<file path="config.mk">
export PLATFORM = sky130hd
export DESIGN_NAME = ssc_ctrl
export DESIGN_NICKNAME = d
export VERILOG_FILES = /design/src/hw/rtl/ssc_pkg.sv /design/src/hw/rtl/ssc_ctrl.sv
export SDC_FILE = /design/constraint.sdc
export NUM_CORES = 1
export LEC_CHECK = 0
export BUFFER_PORTS_ARGS = -buffer_cell sky130_fd_sc_hd__buf_2
export CAP_MARGIN = 5
export CORE_AREA = 8 8 45 47
export CTS_CLUSTER_DIAMETER = 200
export DETAILED_ROUTE_END_ITERATION = 10
export DIE_AREA = 0 0 53 55
export PLACE_DENSITY_LB_ADDON = 0.2
export SLEW_MARGIN = 25
export SYNTH_ARGS = -nofsm -noshare
export SYNTH_HDL_FRONTEND = slang
export SYNTH_SLANG_ARGS = --single-unit
</file>
<file path="constraint.sdc">
create_clock -name clk -period 2.9 [get_ports clk]
set_input_delay 0.145 -clock clk [delete_from_list [all_inputs] [get_ports clk]]
set_output_delay 0.145 -clock clk [all_outputs]
set_load 0.02 [all_outputs]
</file>
<file path="src/hw/rtl/ssc_pkg.sv">
// Shared types and constants for the subset state cache with clock replacement.
// Holds the payload structs, action codes and controller/datapath command types.
// No dependencies.
package ssc_pkg;

  localparam int SLOTS_DEF    = 64;
  localparam int KEY_BITS_DEF = 64;

  localparam int ACTION_W = 2;
  localparam int KEY_W    = 64;
  localparam int TARGET_W = 6;
  localparam int PHASE_W  = 32;
  localparam int CPHASE_W = 31;
  localparam int SLOT_W   = 6;

  localparam logic [ACTION_W-1:0] ACT_LOOKUP = 2'd0;
  localparam logic [ACTION_W-1:0] ACT_MARK   = 2'd1;
  localparam logic [ACTION_W-1:0] ACT_CLEAR  = 2'd2;
  localparam logic [ACTION_W-1:0] ACT_NOP    = 2'd3;

  // phase value of an entry that has not been used yet (-1)
  localparam logic [PHASE_W-1:0] PHASE_UNUSED = 32'hFFFF_FFFF;

  typedef struct packed {
    logic [ACTION_W-1:0]       action;
    logic [KEY_W-1:0]          key;
    logic                      mark_initial;
    logic [TARGET_W-1:0]       target_slot;
    logic signed [PHASE_W-1:0] entry_phase;
    logic                      chance;
  } in_t;

  typedef struct packed {
    logic [SLOT_W-1:0] slot;
    logic              hit;
    logic              replaced;
    logic              no_victim;
  } out_t;

  typedef enum logic [3:0] {
    OP_NOP,
    OP_LOAD,
    OP_SCAN,
    OP_HIT,
    OP_FILL_FREE,
    OP_SWEEP_BEGIN,
    OP_SWEEP_ADV,
    OP_SWEEP_CHANCE,
    OP_VICTIM,
    OP_NO_VICTIM,
    OP_MARK,
    OP_CLEAR_STEP,
    OP_ZERO,
    OP_PUSH
  } dp_op_t;

  typedef struct packed {
    dp_op_t op;
  } cmd_t;

  typedef struct packed {
    logic [ACTION_W-1:0] action;
    logic                scan_left;
    logic                cmp_pending;
    logic                cmp_hit;
    logic                full;
    logic                wrap_hit;
    logic                wrapped;
    logic                protect;
    logic                chance_set;
  } status_t;

endpackage

</file>
<file path="src/hw/rtl/ssc_ctrl.sv">
// Controller for the subset state cache: sequences lookup, fill, clock sweep,
// mark and clear over the datapath. Depends on ssc_pkg.
module ssc_ctrl (
  input  logic             clk,
  input  logic             rst,
  input  logic             in_valid,
  output logic             in_ready,
  output logic             out_valid,
  input  logic             out_ready,
  input  ssc_pkg::status_t status,
  output ssc_pkg::cmd_t    cmd
);

  typedef enum logic [2:0] {
    S_IDLE,
    S_DISPATCH,
    S_LOOKUP,
    S_SWEEP_ADV,
    S_SWEEP_EVAL,
    S_CLEAR,
    S_FINISH
  } state_t;

  state_t state, state_next;
  ssc_pkg::dp_op_t op;

  assign in_ready = (state == S_IDLE);
  assign cmd.op   = op;

  always_comb begin
    op         = ssc_pkg::OP_NOP;
    state_next = state;
    case (state)
      S_IDLE: begin
        if (in_valid) begin
          op         = ssc_pkg::OP_LOAD;
          state_next = S_DISPATCH;
        end
      end
      S_DISPATCH: begin
        case (status.action)
          ssc_pkg::ACT_LOOKUP: state_next = S_LOOKUP;
          ssc_pkg::ACT_MARK: begin
            op         = ssc_pkg::OP_MARK;
            state_next = S_FINISH;
          end
          ssc_pkg::ACT_CLEAR: state_next = S_CLEAR;
          default: begin
            op         = ssc_pkg::OP_ZERO;
            state_next = S_FINISH;
          end
        endcase
      end
      S_LOOKUP: begin
        if (status.cmp_hit) begin
          op         = ssc_pkg::OP_HIT;
          state_next = S_FINISH;
        end else if (status.scan_left) begin
          op = ssc_pkg::OP_SCAN;
        end else if (status.cmp_pending) begin
          // drain the last compare
          op = ssc_pkg::OP_NOP;
        end else if (!status.full) begin
          op         = ssc_pkg::OP_FILL_FREE;
          state_next = S_FINISH;
        end else begin
          op         = ssc_pkg::OP_SWEEP_BEGIN;
          state_next = S_SWEEP_ADV;
        end
      end
      S_SWEEP_ADV: begin
        if (status.wrap_hit && status.wrapped) begin
          op         = ssc_pkg::OP_NO_VICTIM;
          state_next = S_FINISH;
        end else begin
          op         = ssc_pkg::OP_SWEEP_ADV;
          state_next = S_SWEEP_EVAL;
        end
      end
      S_SWEEP_EVAL: begin
        if (status.protect) begin
          state_next = S_SWEEP_ADV;
        end else if (status.chance_set) begin
          op         = ssc_pkg::OP_SWEEP_CHANCE;
          state_next = S_SWEEP_ADV;
        end else begin
          op         = ssc_pkg::OP_VICTIM;
          state_next = S_FINISH;
        end
      end
      S_CLEAR: begin
        if (status.scan_left) begin
          op = ssc_pkg::OP_CLEAR_STEP;
        end else begin
          op         = ssc_pkg::OP_ZERO;
          state_next = S_FINISH;
        end
      end
      S_FINISH: begin
        // hold until the output register is free
        if (!out_valid || out_ready) begin
          op         = ssc_pkg::OP_PUSH;
          state_next = S_IDLE;
        end
      end
      default: state_next = S_IDLE;
    endcase
  end

  always_ff @(posedge clk) begin
    if (rst) begin
      state     <= S_IDLE;
      out_valid <= 1'b0;
    end else begin
      state <= state_next;
      if (op == ssc_pkg::OP_PUSH) begin
        out_valid <= 1'b1;
      end else if (out_ready) begin
        out_valid <= 1'b0;
      end
    end
  end

endmodule

</file>
==> summary.txt <==
Fin nets: 103
Vias per cell: 5.58
CTS Buffer Depth: 2
Setup bufs post-CTS: 0
Final Core Density: 0.424
Hold path cells: 2
1st-iter DRT viols: 11
Filler Cell Count: 156
Critical Path, Cell by Cell: or4b_4 > nor2_1 > a21oi_1 > o21ai_1 > buf_2
Synth Register Bits: 4
Die ar.: 2920 µm²
Die W: 53 µm
Worst path bufs/invs: 1
Initial core utilization: 0.349
Leak: 0.245 nW
EDFF count, synth: 0
Final wirelength: 1330 µm
Cell depth of the worst flop-to-flop path: 5
Post-synth top cells: a21oi_1 (10), nand2b_1 (7), nor2_1 (7)
R2r setup slk: 1.18 ns
Worst skew pair latency: 0.23 ns
RSZ-0062 raised after global routing: no
Area of the multi-input gates: 369 µm²
ANT nets after route: 0
Wire length per cell: 12.9 µm
Overall routing resource usage: 0.0901
Slew headroom: 0.597
Core area: 1380 µm²
Num CTS Buffers: 3
Vias in the first global route: 482
Final setup viols: 0
Skew final: 0.000231 ns
Num rows: 14
Die H: 55 µm
Final period utilization: 0.691
Sequential fraction of the synthesis area: 0.166
Area contributors post-synth: dfxtp_1 (17%), a21oi_1 (10%), nand2b_1 (9.1%), nor2_1 (5.4%), a21o_1 (4.7%)
Max-cap viol count: 0
Slew @ Worst Pin: 0.603 ns
Fin Hold WS: 0.126 ns
Syn_nets: 85
VDD IR max: 0.449 mV
Clock transition at path regs: 0.03 ns
Pre-CTS setup slack: 1.14 ns
Clock root cell: clkbuf_4
Delay-heaviest family, CP: flip-flops
Main synth FF type: dfxtp_1
Clock sinks: 4
HP Start: rst
Hold Fails Final Rpt: 0
CTS tree: done
Largest area contributor in the netlist: dfxtp_1
Initial antenna violation count: 0
Crit Path Max Fanout: 18
Drc violations: 0
Syn avg cell area: 6.80 µm²
Ant diodes: 0
Post-Syn Instances: 71
Via count: 575
Status: finished clean
Register area: 80.1 µm²
Area Growth Syn to Fin: 21.5%
Critical Path Source Type: register
YS warnings: 0
Largest net degree at the start of global routing: 21
Post-CTS sizing: 0
DR pass1 iterations: 4
Min cycle time layout: 2.00 ns
H-Tree Depth: 1
PortBufs: 19
Number of hold buffers added after CTS: 0
Final worst slack: 0.895 ns
Power per cell area: 956 nW/µm²
Crit end category: output port
Hold EP: state[0]
Cell Area, Synth: 483 µm²
CP required: 2.76 ns
Global-route wire length before repair: 2030 µm
FF-to-FF End: state[0]
Post-synth ARST share: 0
Critical path type: reg2out
Most frequent cell after synthesis: a21oi_1
Synth top area share: 0.166
Slowest cell delay on critical path: 0.64 ns
Num ports: 20
Worst setup path startpoint: state[1]
Yosys cell types: 31
Final slew viol count: 0
Slowest cell on the critical path: dfxtp_1
Crit path arrival time: 1.86 ns
Share of cells above drive strength 1: 0.276
Worst hold path type: in2reg
GP Congestion: 0.777
Final HPWL DP: 1080 µm
Origin of the critical flop-to-flop path: state[1]
Congestion Overflow GR: 0
Design Power: 0.561 mW
TNS Setup: 0 ns
Peak Freq: 0.499 GHz
cell type report:
class	instances	share of cell area
Timing Repair Buffer	19	0.162
Clock buffer	3	0.0384
Sequential cell	4	0.136
Multi-Input combinational cell	61	0.629
Tap cell	16	0.0341
per-layer routing:
layer,wire length (µm),part of all wire,global-route usage,vias to the layer above
li1,-,-,-,298
met1,630,0.47,0.108,264
met2,645,0.48,0.143,13
met3,57,0.043,0.0401,0
met4,0,0,0.0259,0
met5,0,0,0,-
cell families after synthesis:
group / count (synthesis) / share of synthesized area
buffers and inverters: 6 / 0.0699
DFF: 4 / 0.166
and+or+nand+nor: 31 / 0.347
AOI/OAI and AO/OA: 30 / 0.417
how the worst max path moves through the flow:
stage	cells after the start	endpoint	slack, ns
6_report	5	cmd[2]	0.90
5_1_grt	5	cmd[2]	0.78
4_1_cts	5	cmd[2]	0.90
3_5_place_dp	5	cmd[2]	1.14
3_3_place_gp	5	cmd[2]	1.17
2_1_floorplan	5	cmd[2]	1.36
power breakdown:
part / switching, mW / leakage, nW / internal [mW]
logic: 0.184 / 0.198 / 0.157
clock network: 0.0193 / 0.0138 / 0.0460
registers: 0.0798 / 0.0328 / 0.0741
sequential cells by signal (all words and copies together) (netlist names):
signal     flops
state          3
out_valid      1
worst register-to-register path, stage by stage, from the launching register on:
cell and delay (ns):
dfxtp_1 0.64, or4b_4 0.54, o22ai_2 0.16, nor2b_1 0.09
o211ai_1 0.10, a21oi_1 0.08
stage by stage:
| step | cells | area (µm²) |
|---|---|---|
| after CTS | 103 | 587 |
| final | 103 | 587 |
| after global routing | 103 | 587 |
| after detailed placement | 100 | 564 |
| after global placement | 100 | 564 |
| after floorplan | 71 | 483 |
placed cells by master (no fill, tap or decap), types with 2 or more instances in the layout:
| cell | synthesis | layout |
|---|---|---|
| o21ai_0 | 3 | 3 |
| nand3_1 | 2 | 2 |
| nand2_1 | 6 | 6 |
| o21ai_1 | 2 | 2 |
| clkbuf_4 | 0 | 3 |
| a21o_1 | 3 | 3 |
| buf_2 | 3 | 19 |
| nor2_1 | 7 | 7 |
| nor2b_1 | 3 | 3 |
| a21oi_1 | 10 | 10 |
| nor3_1 | 2 | 2 |
| nand2b_1 | 7 | 7 |
| dfxtp_1 | 4 | 4 |
Power figures use the tool's default switching activity.
